## config.mk

```make
export PLATFORM = sky130hd
export DESIGN_NAME = keyword_token_counter
export DESIGN_NICKNAME = d
export VERILOG_FILES = /design/src/rtl/ktc_pkg.sv /design/src/rtl/keyword_token_counter.sv
export VERILOG_INCLUDE_DIRS = /design/src /design/src/rtl
export SDC_FILE = /design/constraint.sdc
export NUM_CORES = 1
export LEC_CHECK = 0
export ABC_AREA = 1
export BUFFER_PORTS_ARGS = -buffer_cell sky130_fd_sc_hd__buf_2
export CAP_MARGIN = 20
export CORE_MARGIN = 3
export CORE_UTILIZATION = 41
export CTS_CLUSTER_DIAMETER = 60
export DETAILED_ROUTE_END_ITERATION = 8
export PLACE_DENSITY = 0.53
export SLEW_MARGIN = 20
export SYNTH_ARGS = -nofsm -noshare
export SYNTH_HDL_FRONTEND = slang
export SYNTH_SLANG_ARGS = --single-unit
export TNS_END_PERCENT = 10
```

## constraint.sdc

```tcl
create_clock -name clk -period 7.3 [get_ports clk]
set_input_delay 1.095 -clock clk [delete_from_list [all_inputs] [get_ports clk]]
set_output_delay 1.095 -clock clk [all_outputs]
set_load 0.05 [all_outputs]
```

## src/rtl/keyword_token_counter_macros.svh

```systemverilog
// ----------------------------------------------------------------------------
// keyword_token_counter assertion macros
// Concurrent assertion wrappers, empty when SYNTHESIS is defined.
// ----------------------------------------------------------------------------
`ifndef KEYWORD_TOKEN_COUNTER_MACROS_SVH
`define KEYWORD_TOKEN_COUNTER_MACROS_SVH

`ifndef SYNTHESIS
`define KTC_ASSERT(label, clk, rst_n, prop) \
	label: assert property (@(posedge clk) disable iff (!rst_n) prop) \
		else $error("keyword_token_counter assertion failed");
`define KTC_ASSERT_NEVER(label, clk, rst_n, cond) \
	label: assert property (@(posedge clk) disable iff (!rst_n) !(cond)) \
		else $error("keyword_token_counter forbidden condition");
`else
`define KTC_ASSERT(label, clk, rst_n, prop)
`define KTC_ASSERT_NEVER(label, clk, rst_n, cond)
`endif

`endif

```

## src/rtl/ktc_pkg.sv

```systemverilog
// ----------------------------------------------------------------------------
// ktc_pkg
// Types, constants and keyword table of the keyword token counter.
// ----------------------------------------------------------------------------
package ktc_pkg;

	localparam int MAX_WORD_LEN = 99;
	localparam int NUM_KEYWORDS = 11;
	localparam int PREFIX_LEN   = 8;
	localparam int LEN_W        = $clog2(MAX_WORD_LEN + 1);
	localparam int IDX_W        = 4;
	localparam int CNT_W        = 31;
	localparam int WORD_W       = 8 * PREFIX_LEN;

	typedef logic [LEN_W-1:0]  len_t;
	typedef logic [IDX_W-1:0]  idx_t;
	typedef logic [CNT_W-1:0]  cnt_t;
	typedef logic [WORD_W-1:0] word_t;
	typedef logic [NUM_KEYWORDS-1:0] kw_vec_t;

	localparam logic [1:0] OP_CHAR  = 2'd0;
	localparam logic [1:0] OP_FLUSH = 2'd1;
	localparam logic [1:0] OP_READ  = 2'd2;
	localparam logic [1:0] OP_NOP   = 2'd3;

	localparam len_t MAX_LEN_V  = len_t'(MAX_WORD_LEN);
	localparam len_t PREFIX_LEN_V = len_t'(PREFIX_LEN);
	localparam idx_t NUM_KW_V   = idx_t'(NUM_KEYWORDS);
	localparam cnt_t COUNT_MAX  = {CNT_W{1'b1}};

	// Keyword text, right aligned: last character in the low byte.
	function automatic word_t kw_text(input idx_t k);
		case (k)
			4'd0:    return word_t'("auto");
			4'd1:    return word_t'("break");
			4'd2:    return word_t'("case");
			4'd3:    return word_t'("char");
			4'd4:    return word_t'("const");
			4'd5:    return word_t'("continue");
			4'd6:    return word_t'("default");
			4'd7:    return word_t'("unsigned");
			4'd8:    return word_t'("void");
			4'd9:    return word_t'("volatile");
			4'd10:   return word_t'("while");
			default: return '0;
		endcase
	endfunction

	function automatic len_t kw_len(input idx_t k);
		case (k)
			4'd0:    return len_t'(4);
			4'd1:    return len_t'(5);
			4'd2:    return len_t'(4);
			4'd3:    return len_t'(4);
			4'd4:    return len_t'(5);
			4'd5:    return len_t'(8);
			4'd6:    return len_t'(7);
			4'd7:    return len_t'(8);
			4'd8:    return len_t'(4);
			4'd9:    return len_t'(8);
			4'd10:   return len_t'(5);
			default: return '0;
		endcase
	endfunction

	function automatic kw_vec_t kw_match(input word_t word, input len_t len);
		kw_vec_t m;
		m = '0;
		for (int k = 0; k < NUM_KEYWORDS; k++) begin
			m[k] = (len == kw_len(idx_t'(k))) && (word == kw_text(idx_t'(k)));
		end
		return m;
	endfunction

	function automatic idx_t kw_encode(input kw_vec_t m);
		idx_t idx;
		idx = '0;
		for (int k = NUM_KEYWORDS - 1; k >= 0; k--) begin
			if (m[k]) begin
				idx = idx_t'(k);
			end
		end
		return idx;
	endfunction

	function automatic logic is_letter(input logic [7:0] c);
		return ((c >= 8'h41) && (c <= 8'h5A)) || ((c >= 8'h61) && (c <= 8'h7A));
	endfunction

	function automatic logic is_digit(input logic [7:0] c);
		return (c >= 8'h30) && (c <= 8'h39);
	endfunction

endpackage

```

## src/rtl/keyword_token_counter.sv

```systemverilog
// ----------------------------------------------------------------------------
// keyword_token_counter
// Groups a byte stream into words and counts hits on eleven C keywords.
// ----------------------------------------------------------------------------
// Takes one transaction per cycle while the output side does not stall and
// returns one result per transaction via the first stage and output
// registers. Word assembly and keyword compare happen at acceptance; the
// counts live in an eleven-entry memory with a registered read; a count is
// read at acceptance and written back as its transaction leaves the first
// stage, with the last write forwarded to a later one on the same keyword.
// Counts are zero after reset with no clearing pass and saturate at 2^31-1.
`include "keyword_token_counter_macros.svh"

module keyword_token_counter (
	input  logic                   clk,
	input  logic                   arst_n,
	input  logic                   in_valid,
	output logic                   in_ready,
	input  logic [1:0]             operation,
	input  logic [7:0]             ch,
	input  ktc_pkg::idx_t          keyword_index,
	output logic                   out_valid,
	input  logic                   out_ready,
	output logic                   word_ended,
	output logic                   keyword_hit,
	output ktc_pkg::idx_t          matched_index,
	output ktc_pkg::cnt_t          count_value
);

	logic                     in_word_q;
	ktc_pkg::len_t            word_len_q;
	ktc_pkg::word_t           word_q;

	logic                     s1_v_q;
	logic                     s1_end_q;
	logic                     s1_hit_q;
	logic                     s1_rd_q;
	ktc_pkg::idx_t            s1_idx_q;

	ktc_pkg::cnt_t            cnt_mem [ktc_pkg::NUM_KEYWORDS];
	ktc_pkg::cnt_t            rdata_q;
	logic [ktc_pkg::NUM_KEYWORDS-1:0] vld_q;
	logic                     fwd_v_q;
	ktc_pkg::idx_t            fwd_addr_q;
	ktc_pkg::cnt_t            fwd_data_q;

	logic                     out_valid_q;

	logic                     in_acc;
	logic                     s1_adv;
	logic                     alnum;
	logic                     fin;
	logic                     in_word_d;
	ktc_pkg::len_t            len_d;
	ktc_pkg::word_t           word_d;
	ktc_pkg::len_t            cand_len;
	ktc_pkg::word_t           cand_word;
	ktc_pkg::kw_vec_t         match;
	ktc_pkg::idx_t            hit_idx;
	logic                     hit;
	logic                     rd_ok;
	logic                     rd_en;
	ktc_pkg::idx_t            rd_addr;
	ktc_pkg::cnt_t            cur;
	ktc_pkg::cnt_t            inc;
	logic                     wr_en;

	assign s1_adv   = !out_valid_q || out_ready;
	assign in_ready = !s1_v_q || s1_adv;
	assign in_acc   = in_valid && in_ready;
	assign alnum    = ktc_pkg::is_letter(ch) || ktc_pkg::is_digit(ch);

	always_comb begin
		in_word_d = in_word_q;
		len_d     = word_len_q;
		word_d    = word_q;
		cand_len  = word_len_q;
		cand_word = word_q;
		fin       = 1'b0;
		case (operation)
			ktc_pkg::OP_CHAR: begin
				if (in_word_q) begin
					if (alnum) begin
						cand_len = word_len_q + ktc_pkg::len_t'(1);
						if (word_len_q < ktc_pkg::PREFIX_LEN_V) begin
							cand_word = {word_q[ktc_pkg::WORD_W-9:0], ch};
						end
						len_d  = cand_len;
						word_d = cand_word;
						fin    = (cand_len >= ktc_pkg::MAX_LEN_V);
					end else begin
						fin = 1'b1;
					end
				end else if (ktc_pkg::is_letter(ch)) begin
					in_word_d = 1'b1;
					len_d     = ktc_pkg::len_t'(1);
					word_d    = {{(ktc_pkg::WORD_W-8){1'b0}}, ch};
				end
			end
			ktc_pkg::OP_FLUSH: begin
				fin = in_word_q;
			end
			default: begin
			end
		endcase
		if (fin) begin
			in_word_d = 1'b0;
			len_d     = '0;
		end
	end

	assign match   = ktc_pkg::kw_match(cand_word, cand_len);
	assign hit     = fin && (|match);
	assign hit_idx = ktc_pkg::kw_encode(match);
	assign rd_ok   = (operation == ktc_pkg::OP_READ) && (keyword_index < ktc_pkg::NUM_KW_V);
	assign rd_en   = in_acc && (hit || rd_ok);
	assign rd_addr = hit ? hit_idx : keyword_index;

	always_ff @(posedge clk or negedge arst_n) begin
		if (!arst_n) begin
			in_word_q  <= 1'b0;
			word_len_q <= '0;
		end else if (in_acc) begin
			in_word_q  <= in_word_d;
			word_len_q <= len_d;
		end
	end

	always_ff @(posedge clk) begin
		if (in_acc) begin
			word_q <= word_d;
		end
	end

	always_ff @(posedge clk or negedge arst_n) begin
		if (!arst_n) begin
			s1_v_q <= 1'b0;
		end else if (in_ready) begin
			s1_v_q <= in_acc;
		end
	end

	always_ff @(posedge clk) begin
		if (in_acc) begin
			s1_end_q <= fin;
			s1_hit_q <= hit;
			s1_rd_q  <= rd_ok;
			if (hit) begin
				s1_idx_q <= hit_idx;
			end else if (operation == ktc_pkg::OP_READ) begin
				s1_idx_q <= keyword_index;
			end else begin
				s1_idx_q <= '0;
			end
		end
	end

	assign cur = (fwd_v_q && (fwd_addr_q == s1_idx_q)) ? fwd_data_q :
		(vld_q[s1_idx_q] ? rdata_q : '0);
	assign inc   = (cur == ktc_pkg::COUNT_MAX) ? cur : cur + ktc_pkg::cnt_t'(1);
	assign wr_en = s1_v_q && s1_adv && s1_hit_q;

	always_ff @(posedge clk) begin
		if (wr_en) begin
			cnt_mem[s1_idx_q] <= inc;
		end
		if (rd_en) begin
			rdata_q <= cnt_mem[rd_addr];
		end
	end

	always_ff @(posedge clk or negedge arst_n) begin
		if (!arst_n) begin
			vld_q   <= '0;
			fwd_v_q <= 1'b0;
		end else if (wr_en) begin
			vld_q[s1_idx_q] <= 1'b1;
			fwd_v_q         <= 1'b1;
		end
	end

	always_ff @(posedge clk) begin
		if (wr_en) begin
			fwd_addr_q <= s1_idx_q;
			fwd_data_q <= inc;
		end
	end

	always_ff @(posedge clk or negedge arst_n) begin
		if (!arst_n) begin
			out_valid_q <= 1'b0;
		end else if (s1_adv) begin
			out_valid_q <= s1_v_q;
		end
	end

	always_ff @(posedge clk) begin
		if (s1_adv && s1_v_q) begin
			word_ended    <= s1_end_q;
			keyword_hit   <= s1_hit_q;
			matched_index <= s1_idx_q;
			if (s1_hit_q) begin
				count_value <= inc;
			end else if (s1_rd_q) begin
				count_value <= cur;
			end else begin
				count_value <= '0;
			end
		end
	end

	assign out_valid = out_valid_q;

	`KTC_ASSERT(a_word_len_range, clk, arst_n, in_word_q |-> (word_len_q != '0) && (word_len_q < ktc_pkg::MAX_LEN_V))
	`KTC_ASSERT(a_accept_fills_s1, clk, arst_n, in_acc |=> s1_v_q)
	`KTC_ASSERT(a_write_shows_hit, clk, arst_n, wr_en |=> out_valid_q && keyword_hit && (count_value == fwd_data_q))
	`KTC_ASSERT_NEVER(a_hit_without_end, clk, arst_n, out_valid_q && keyword_hit && !word_ended)

endmodule
```

# Yosys cells after proc, flatten, opt, wreduce, memory -nomap -nowiden
# Memories as Yosys holds them, arrays and structs flattened. A register that Yosys moved wholly into a read port is not among the register bits.
# Cells that the tools add are included.
[word_totals] ff_bits=165 ramBits=341 input_bits=18 out_inout_bits=39 elab_cells=133 memories=1
[memory_table] memory="cnt_mem" words=11 word_bits=31 read_ports=1 rd_ports_with_merged_regs=1 wr=1 line="keyword_token_counter.sv:40" rtl="ktc_pkg::cnt_t cnt_mem [ktc_pkg::NUM_KEYWORDS];"
[op_classes] n_addsub=2 n_lt_le_gt_ge=11 eq_ne=19 mux=45 bitwise_logic=1 n_reduce_logical=37
[ops] op="64-bit 2-to-1 mux" count=6
[ops] op="64-bit by 31-bit equality test with 1-bit output, second input constant" count=4
[ops] op="64-bit by 39-bit equality test with 1-bit output, second input constant" count=3
[ops] op="64-bit by 63-bit equality test with 1-bit output, second input constant" count=3
[ops] op="31-bit 2-to-1 mux" count=5
[ops] op="64-bit by 55-bit equality test with 1-bit output, second input constant" count=1
[ops] op="4-bit 2-to-1 mux" count=14
[ops] op="7-bit 2-to-1 mux" count=7
[ops] op="31-bit by 1-bit adder with 31-bit output, second input constant" count=1
[ops] op="31-bit equality test, second input constant" count=1
[ops] op="1-bit logical AND" count=22
[ops] op="7-bit by 3-bit equality test with 1-bit output, second input constant" count=3
[ops] op="8-bit by 7-bit >= comparator with 1-bit output, second input constant" count=2
[ops] op="8-bit by 7-bit <= comparator with 1-bit output, second input constant" count=2
[ops] op="11-bit bitwise OR" count=1
[ops] op="11-bit OR reduction" count=1
[ops] op="1-bit 2-to-1 mux" count=10
[ops] op="8-bit by 6-bit >= comparator with 1-bit output, second input constant" count=1
[ops] op="8-bit by 6-bit <= comparator with 1-bit output, second input constant" count=1
[ops] op="7-bit by 1-bit adder with 7-bit output, second input constant" count=1
[ops] op="7-bit by 4-bit equality test with 1-bit output, second input constant" count=1
[ops] op="7-bit >= comparator, second input constant" count=1
[ops] op="7-bit by 4-bit < comparator with 1-bit output, second input constant" count=1
[ops] op="3-bit AND reduction" count=2
[ops] op="other kinds (15)" count=21

# Logic depth before layout (Yosys ltp)
# Gate-level depths: netlist of run 1.
[depth] ltp_word=21 mapped_depth=34 ltp_nobuf=30

# Worst setup path before layout of run 1
# No wires, ideal clock.
[synth_path] path_type="input -> register" from="in ch[2]" to="reg word_q[0] (enable)" setup_ns=0.567 t_arrival_ns=6.386 required_time_ns=6.733 path_slack_ns=0.347 cell_stages=11 n_path_buf=2 path_cell_list="nor2_4 -> nand3_1 -> nand2_1 -> nand2_1 -> nand2_1 -> nand2_4 -> buf_6 -> buf_2 -> nand2_1 -> inv_1 -> nor3_1"
[synth_between] elab_chain_len=5 word_cells_on_any_way=9 classes_between="order compare: 4; reduce/logical: 5"
[synth_rtl] item="from (decl)" line="keyword_token_counter.sv:20" rtl="input logic [7:0] ch,"
[synth_rtl] item="8-bit by 7-bit >= comparator with 1-bit output or 8-bit by 7-bit <= comparator with 1-bit output (tied branches)" line="ktc_pkg.sv:87" rtl="return ((c >= 8'h41) && (c <= 8'h5A)) || ((c >= 8'h61) && (c <= 8'h7A));"
[synth_rtl] item="1-bit logical AND" line="ktc_pkg.sv:87"
[synth_rtl] item="1-bit logical OR (*)" line="ktc_pkg.sv:87"
[synth_rtl] item="2-bit nonzero test (no line) (*)"
[synth_rtl] item="3-bit AND reduction (no line) (*)"
[synth_rtl] item="to (signal assigned)" line="keyword_token_counter.sv:131" rtl="word_q <= word_d;"
[synth_rtl] item="to (decl)" line="keyword_token_counter.sv:32" rtl="ktc_pkg::word_t word_q;"
# Every way passes the cells marked *; elsewhere a longest branch is shown, timed or not.
# A chain may end at the register's enable or synchronous reset.

# Worst setup path in the final report of run 1
[layout_path] from="reg s1_idx_q[1]" to="reg count_value[9], data pin"
[layout_between] elab_chain_len=7 word_cells_on_any_way=11 classes_between="add/sub: 1; eq/ne: 2; mux: 7; reduce/logical: 1"
[layout_rtl] item="from (decl)" line="keyword_token_counter.sv:38" rtl="ktc_pkg::idx_t s1_idx_q;"
[layout_rtl] item="from (signal assigned)" line="keyword_token_counter.sv:149" rtl="s1_idx_q <= hit_idx;"
[layout_rtl] item="from (signal assigned)" line="keyword_token_counter.sv:151" rtl="s1_idx_q <= keyword_index;"
[layout_rtl] item="1-bit binary-select mux with 4-bit select" line="keyword_token_counter.sv:159" rtl="(vld_q[s1_idx_q] ? rdata_q : '0);"
[layout_rtl] item="1-bit 2-to-1 mux (not written as such)" line="keyword_token_counter.sv:159"
[layout_rtl] item="31-bit 2-to-1 mux" line="keyword_token_counter.sv:159"
[layout_rtl] item="31-bit 2-to-1 mux (*)" line="keyword_token_counter.sv:158" rtl="assign cur = (fwd_v_q && (fwd_addr_q == s1_idx_q)) ? fwd_data_q :"
[layout_rtl] item="31-bit by 1-bit adder with 31-bit output or 31-bit equality test (tied branches)" line="keyword_token_counter.sv:160" rtl="assign inc = (cur == ktc_pkg::COUNT_MAX) ? cur : cur + ktc_pkg::cnt_t'(1);"
[layout_rtl] item="31-bit 2-to-1 mux (*)" line="keyword_token_counter.sv:160"
[layout_rtl] item="net inc[9]" line="keyword_token_counter.sv:65" rtl="ktc_pkg::cnt_t inc;"
[layout_rtl] item="31-bit 2-to-1 mux (*)" line="keyword_token_counter.sv:202" rtl="if (s1_hit_q) begin"
[layout_rtl] item="to (signal assigned)" line="keyword_token_counter.sv:203" rtl="count_value <= inc;"
[layout_rtl] item="to (signal assigned)" line="keyword_token_counter.sv:205" rtl="count_value <= cur;"
[layout_rtl] item="to (decl)" line="keyword_token_counter.sv:27" rtl="output ktc_pkg::cnt_t count_value"
# The timed path passes the listed nets; every way through them passes the cells marked *. The select of a mux whose other input is x is not followed.

==> results of run 1 <==
per-layer routing:
metal  GRT usage (%)  up-vias  part of all wire, %
li1                -    10616                    -
met1            29.9    10594                   43
met2            38.9      600                   49
met3            2.73      135                  4.9
met4            6.54        0                  2.5
met5               0        -                    0
cells in the final DEF, fill, tap and decap left out, drive strengths merged, types with 20 or more instances in the layout:
cell,count
edfxtp,515
clkinv,23
xor2,27
nand2,802
inv,514
nor2,257
clkbuf,78
a21oi,58
buf,107
o21ai,119
nand3,586
or2,20
dfrtp,22
o211ai,32
a31oi,20
report_power, final:
part	total, mW	switching [mW]	internal [mW]	leakage, nW
Clock	3.15	1.28	1.87	1.01
Sequential	3.69	0.0730	3.61	5.02
Combinational	1.65	1.23	0.418	7.11
kinds of logic (layout without fill, tap and decap cells):
| logic type | Yosys count | in the layout | share of synthesized area (%) |
|---|---|---|---|
| xor gates and xnor gates | 28 | 28 | 0.875 |
| and+or+nand+nor | 1711 | 1711 | 26.6 |
| DFF | 537 | 537 | 57.1 |
| AOI/OAI and AO/OA | 257 | 257 | 5.40 |
| buffers and inverters | 661 | 731 | 9.92 |
| adders and majority gates | 3 | 3 | 0.134 |
worst reg2reg max path: cells and delay by family, from the launching register on:
family / cells / cell delay [ns]
AO/OA/AOI/OAI: 3 / 0.71
XOR/XNOR: 1 / 0.90
buffers and inverters: 2 / 0.46
flip-flops: 1 / 0.69
AND/OR/NAND/NOR: 13 / 2.79
metrics by stage:
| step | instances | hold WS (ns) |
|---|---|---|
| after CTS | 4140 | 0.421 |
| after global placement | 4029 | 0.424 |
| after detailed placement | 4029 | 0.428 |
| after floorplan | 3197 | 0.400 |
| final | 4140 | 0.411 |
| after global routing | 4140 | 0.454 |
state kept, by name (all words and copies together), names as in the netlist, 7 cells and up:
register and flops:
cnt_mem 341, word_q 64, count_value 31, fwd_data_q 31, rdata_q 31, vld_q 11, word_len_q 7
worst paths after layout:
path / to / slack [ns] / cells past startpoint / from
worst min register to register: word_ended$_DFFE_PP_ / 0.41 / 0 / s1_end_q$_DFFE_PP_
worst min-delay path: word_ended$_DFFE_PP_ / 0.41 / 0 / s1_end_q$_DFFE_PP_
worst max-delay path: count_value[9]$_DFFE_PP_ / 1.54 / 19 / s1_idx_q[1]$_DFFE_PP_
max in group asynchronous: vld_q[1]$_DFFE_PN0P_ / 6.47 / 1 / arst_n
min in group asynchronous: vld_q[3]$_DFFE_PN0P_ / 0.44 / 1 / arst_n
worst max register to register: count_value[9]$_DFFE_PP_ / 1.54 / 19 / s1_idx_q[1]$_DFFE_PP_
final cells by class:
type | instances | area, sq um
Sequential cell | 537 | 16000
Clock buffer | 78 | 1670
Timing Repair Buffer | 107 | 729
Inverter | 513 | 1930
Multi-Input combinational cell | 1999 | 9400
Fill cell | 6446 | 36300
Clock inverter | 33 | 403
Tap cell | 873 | 1090
==> impl_metrics.py, run 1 <==
metrics = {
    "outcome": {
        "status": "finished clean",
    },
    "timing": {
        "setup_viol": 0,
        "period_minus_slack_ns": 5.76,
        "rsz0062_at_grt": "false",
        "final.setup_skew_ns": 0.0366,
        "finalSetupTns_ns": 0,
        "fin_ws_ns": 1.54,
        "fmax_ghz": 0.174,
        "hold_viol": 0,
        "max_slew_margin_pct": 23.9,
        "fin_crit_sh_pct": 78.9,
        "slew_viol_final": 0,
        "worst_pin_slew_ns": 1.14,
    },
    "synthesis": {
        "syn_inst": 3197,
        "ys.flop_type": "edfxtp_1",
        "synth_edf_count": 515,
        "syn_area_per_cell_sq_um": 8.77,
        "async_flop_share_pct": 4.10,
        "yosysUniqueCellTypes": 49,
        "netlist_top_cells_area": "edfxtp_1 (55%), nand2_1 (11%), nand3_1 (10%), inv_1 (6.7%), nor2_1 (3.3%)",
        "synth_top_area_share_pct": 55.1,
        "yosys-top-cells-count": "nand2_1 (789), nand3_1 (581), edfxtp_1 (515), inv_1 (497), nor2_1 (247)",
        "synthesis.nets": 3218,
        "syn-cell-area_sq_mm": 0.0280,
        "ys_seq_area_share_pct": 57.1,
        "synth.most_common_cell": "nand2_1",
        "synth_top_area_cell": "edfxtp_1",
        "ys_ff_latch": 537,
        "yosysWarningCount": 0,
    },
    "routing": {
        "first_iter_violations": 1735,
        "avgRoutedWirePerCell_microns": 19.5,
        "drt-total-wl_microns": 80500,
        "avgViaCountPerCell": 5.30,
        "vias": 21945,
        "ant_nets": 0,
        "drt_pre_antenna_iters": 5,
        "drc": 0,
    },
    "cells_and_area": {
        "final_layout_size_suffix_gt1_share_pct": 9.06,
        "diodes": 0,
        "nets": 3240,
        "syn2layout_area_growth_pct": 11.4,
        "utilization_pct": 46.3,
        "design_area_sq_mm": 0.0312,
    },
    "floorplanning": {
        "rows": 95,
        "die_area_sq_mm": 0.0716,
        "num_io_pins": 57,
        "die_h_microns": 268,
        "die_w_microns": 268,
        "start_util_pct": 41.5,
        "fp.coreArea_sq_mm": 0.0675,
    },
    "critical_path": {
        "start_kind": "register",
        "crit_buf_inv": 2,
        "crit_path_top_delay_cell": "xor2_1",
        "cpPeakStageDelay_ns": 0.90,
        "cp_data_arrival_time_ns": 6.16,
        "worstPathRequired_ns": 7.71,
        "worst-path-max-fanout": 13,
        "crit_chain": "nand2_1, o221ai_1, nand2_1, nand3_1, buf_4, nand3_1, o21ai_0, nand3_1, inv_1, nand3_1, nor3_1, nand2_1, nor2_1, nand2_1, or2_2, nand4_1, xor2_1, nand2_1, o21ai_0",
        "cp_common_cell": "nand2_1",
        "cp-end-kind": "register",
        "cp_top_family": "simple AND/OR/NAND/NOR gates",
        "crit_type": "reg -> reg",
    },
    "clock_network": {
        "h-tree-depth": 2,
        "clk_path_buf_depth": 3,
        "cts_tree": "yes",
        "numClockSinks": 537,
        "cts_resized": 0,
        "clk_pin_slew_worst_paths_ns": 0.06,
        "cts_buffers": 61,
        "cts_setup_buffers": 0,
        "clkLatencyLatePin_ns": 0.64,
        "cts_root_buffer": "clkbuf_16",
        "postCtsHoldBufs": 0,
    },
    "worst_hold_path": {
        "hold_path.class": "reg -> reg",
    },
    "placement": {
        "place_hpwl_microns": 49000,
        "place.gp.congestion": 0.923,
        "dpl_worst_slack_ns": 1.30,
        "dpl-instance-area_sq_mm": 0.0291,
        "port_buffers": 56,
    },
    "grt": {
        "grt_pass1_wl_microns": 125000,
        "grt_start_max_net_pins": 95,
        "gr-total-overflow": 0,
        "track_usage_pct": 22.5,
        "grt_antenna_before_repair": 1,
        "grt_pass1_vias": 21175,
    },
    "power": {
        "p_total_mw": 8.49,
        "power_leakage_nw": 13.1,
        "ir_drop_uv": 225,
        "power_density_mw_per_mm2": 272,
    },
    "job": {
        "cap_violations": 0,
    },
}
(Power assumes the default switching activity.)
==> run 2: changes to the inputs <==
--- a/config.mk
+++ b/config.mk
@@ -6,7 +6,7 @@
 export SDC_FILE = /design/constraint.sdc
 export NUM_CORES = 1
 export LEC_CHECK = 0
-export ABC_AREA = 1
+export ABC_AREA = 0
 export BUFFER_PORTS_ARGS = -buffer_cell sky130_fd_sc_hd__buf_2
 export CAP_MARGIN = 20
 export CORE_MARGIN = 3
==> constraint.sdc (replaced) <==
create_clock -name clk -period 5.9 [get_ports clk]
set_input_delay 0.885 -clock clk [delete_from_list [all_inputs] [get_ports clk]]
set_output_delay 0.885 -clock clk [all_outputs]
set_load 0.05 [all_outputs]
==> run 2 against run 1 <==
Sequential cell count is the same. Register-to-register slack got worse by 0.97 ns. Non-clock buffer count grew 38. Core utilization grew 0.89 points. Fmax is 8.0% higher. Worst hold slack got worse by 0.20 ns. Die area shrank 6.3%. Global-route usage rose by 1.6 points. Synthesized cell count down 32%. Critical endpoint is now count_value[25]$_DFFE_PP_. Via count shrank 14%.
==> impl_metrics.py, run 2 <==
metrics = {
    "routing": {
        "drt_pre_antenna_iters": 5,
        "drc": 0,
        "avgViaCountPerCell": 5.99,
        "ant_nets": 0,
        "avgRoutedWirePerCell_microns": 26.0,
        "first_iter_violations": 1898,
        "vias": 18863,
        "drt-total-wl_microns": 81900,
    },
    "grt": {
        "grt_pass1_wl_microns": 122000,
        "grt_antenna_before_repair": 1,
        "grt_pass1_vias": 17908,
        "gr-total-overflow": 0,
        "track_usage_pct": 24.1,
        "grt_start_max_net_pins": 72,
    },
    "synthesis": {
        "ys.flop_type": "edfxtp_1",
        "synth_top_family_by_area": "simple AND/OR/NAND/NOR gates",
        "synth_top_area_cell": "edfxtp_1",
        "yosys-top-cells-count": "edfxtp_1 (515), nand2_1 (406), nor2_1 (121), clkbuf_1 (85), mux2i_1 (82)",
        "yosysUniqueCellTypes": 102,
        "ys_ff_latch": 537,
        "synth_top_area_share_pct": 58.9,
        "synth_xor_area_share_pct": 1.00,
        "syn-cell-area_sq_mm": 0.0263,
        "syn_area_per_cell_sq_um": 12.0,
        "synthesis.nets": 2209,
        "async_flop_share_pct": 4.10,
        "yosysWarningCount": 0,
        "syn_inst": 2188,
        "synth_fa_ha_area_share_pct": 0.143,
        "ys_seq_area_share_pct": 61.0,
        "synth-simple-area-share_pct": 18.4,
        "muxShareOfSynthArea_pct": 3.91,
        "synth_edf_count": 515,
        "synth_compound_area_share_pct": 12.4,
        "synth.most_common_cell": "edfxtp_1",
        "netlist_top_cells_area": "edfxtp_1 (59%), nand2_1 (5.8%), mux2i_1 (3.1%), dfrtp_1 (2.1%), nor2_1 (1.7%)",
    },
    "cells_and_area": {
        "top_register": "cnt_mem",
        "final_common_cell": "edfxtp_1",
        "largestRegisters": "cnt_mem (341), word_q (64)",
        "syn2layout_area_growth_pct": 13.6,
        "layout_common_cells": "edfxtp_1 (515), nand2_1 (403), nor2_1 (116)",
        "design_area_sq_mm": 0.0298,
        "largest_reg_flops": 341,
        "diodes": 0,
        "final_layout_size_suffix_gt1_share_pct": 15.1,
        "nets": 2272,
    },
    "outcome": {
        "status": "finished clean",
    },
    "power": {
        "power_leakage_nw": 10.0,
        "power_density_mw_per_mm2": 316,
        "ir_drop_uv": 266,
    },
    "clock_network": {
        "cts_setup_buffers": 0,
        "cts_root_buffer": "clkbuf_16",
        "cts_tree": "yes",
        "clk_pin_slew_worst_paths_ns": 0.06,
        "cts_resized": 0,
        "h-tree-depth": 2,
        "postCtsHoldBufs": 0,
        "clk_path_buf_depth": 3,
        "numClockSinks": 537,
        "clkLatencyLatePin_ns": 0.64,
        "cts_buffers": 61,
    },
    "placement": {
        "place.gp.congestion": 0.933,
        "place_hpwl_microns": 53400,
        "dpl-instance-area_sq_mm": 0.0278,
        "dpl_worst_slack_ns": 0.186,
        "port_buffers": 56,
    },
    "timing": {
        "period_minus_slack_ns": 5.33,
        "hold_viol": 0,
        "max_slew_margin_pct": 25.6,
        "fmax_ghz": 0.188,
        "fin_crit_sh_pct": 90.3,
        "setup_viol": 0,
        "worst_pin_slew_ns": 1.11,
        "slew_viol_final": 0,
        "final.setup_skew_ns": 0.0411,
        "rsz0062_at_grt": "false",
        "fin_ws_ns": 0.572,
    },
    "critical_path": {
        "reg2regPathDepth": 13,
        "cpPeakStageDelay_ns": 0.89,
        "crit_path_top_delay_cell": "xnor2_1",
        "worstPathRequired_ns": 6.39,
        "worst-path-max-fanout": 16,
        "crit_type": "reg -> reg",
        "crit_chain": "mux4_2, mux2i_1, o22ai_2, buf_4, a41o_1, nand4_1, or2_2, nor2_1, nand3_1, nor4_1, nand2_1, xnor2_1, a22o_1",
        "cp_data_arrival_time_ns": 5.82,
        "start_kind": "register",
        "cp-end-kind": "register",
    },
    "worst_hold_path": {
        "hold_path.class": "in -> async",
    },
    "floorplanning": {
        "die_h_microns": 259,
        "die_area_sq_mm": 0.0671,
        "start_util_pct": 41.5,
        "num_io_pins": 57,
        "rows": 92,
        "fp.coreArea_sq_mm": 0.0632,
        "die_w_microns": 259,
    },
    "job": {
        "cap_violations": 0,
    },
}
## run 2: stage by stage
| step | hold slack, ns | setup TNS [ns] | power (mW) | utilization (%) | std cells |
|---|---|---|---|---|---|
| 2_1_floorplan | 0.400 | -5.81 | 5.40 | - | 2188 |
| 3_3_place_gp | 0.438 | 0 | 5.81 | 44.0 | 3034 |
| 3_5_place_dp | 0.437 | 0 | 5.83 | 44.0 | 3034 |
| 4_1_cts | 0.190 | 0 | 9.52 | 47.1 | 3148 |
| 5_1_grt | 0.223 | 0 | 9.79 | 47.2 | 3148 |
| 6_report | 0.210 | 0 | 9.43 | 47.2 | 3148 |
## run 2: worst paths after layout
kind | end | slack, ns | from
worst max-delay path | count_value[25]$_DFFE_PP_ | 0.57 | s1_idx_q[0]$_DFFE_PP_
worst min-delay path | fwd_v_q$_DFFE_PN0P_ | 0.21 | arst_n
worst max register to register | count_value[25]$_DFFE_PP_ | 0.57 | s1_idx_q[0]$_DFFE_PP_
worst min register to register | word_ended$_DFFE_PP_ | 0.45 | s1_end_q$_DFFE_PP_
max in group asynchronous | in_word_q$_DFFE_PN0P_ | 5.32 | arst_n
min in group clk | word_ended$_DFFE_PP_ | 0.45 | s1_end_q$_DFFE_PP_
## run 2: final cells by class
| type | count | area, sq um |
|---|---|---|
| Inverter | 16 | 60.1 |
| Clock inverter | 39 | 330 |
| Clock buffer | 75 | 1630 |
| Fill cell | 5698 | 33400 |
| Tap cell | 846 | 1060 |
| Multi-Input combinational cell | 1490 | 9590 |
| Sequential cell | 537 | 16000 |
| Timing Repair Buffer | 145 | 1120 |
## run 2: critical path, delay by kind of cell, from the launching register on
| family | cells | cell delay [ns] |
|---|---|---|
| AO/OA/AOI/OAI | 3 | 1.27 |
| XOR/XNOR | 1 | 0.89 |
| AND/OR/NAND/NOR | 6 | 1.52 |
| multiplexers | 2 | 0.56 |
| buffers and inverters | 1 | 0.31 |
| flip-flops | 1 | 0.62 |
## run 2: logic make-up (layout without fill, tap and decap cells)
| family | Yosys count | after routing |
|---|---|---|
| adder cells (fa/ha/maj) | 3 | 3 |
| buffers and inverters | 161 | 275 |
| XOR/XNOR | 30 | 30 |
| multiplexers | 98 | 98 |
| flip-flops | 537 | 537 |
| AO/OA/AOI/OAI | 407 | 407 |
| AND/OR/NAND/NOR | 952 | 952 |
## run 2: per-layer routing
metal	vias to the layer above	global-route usage, %	part of all wire [%]
met5	-	0	0
met4	0	5.17	1.9
met3	100	3.72	6.1
met2	595	35.4	43
met1	9624	37.7	49
li1	8544	-	-
## run 2: report_power, final
| group | internal, mW | switching (mW) |
|---|---|---|
| combinational | 0.402 | 0.850 |
| clock | 2.10 | 1.56 |
| sequential | 4.42 | 0.0891 |
| total | 6.93 | 2.50 |
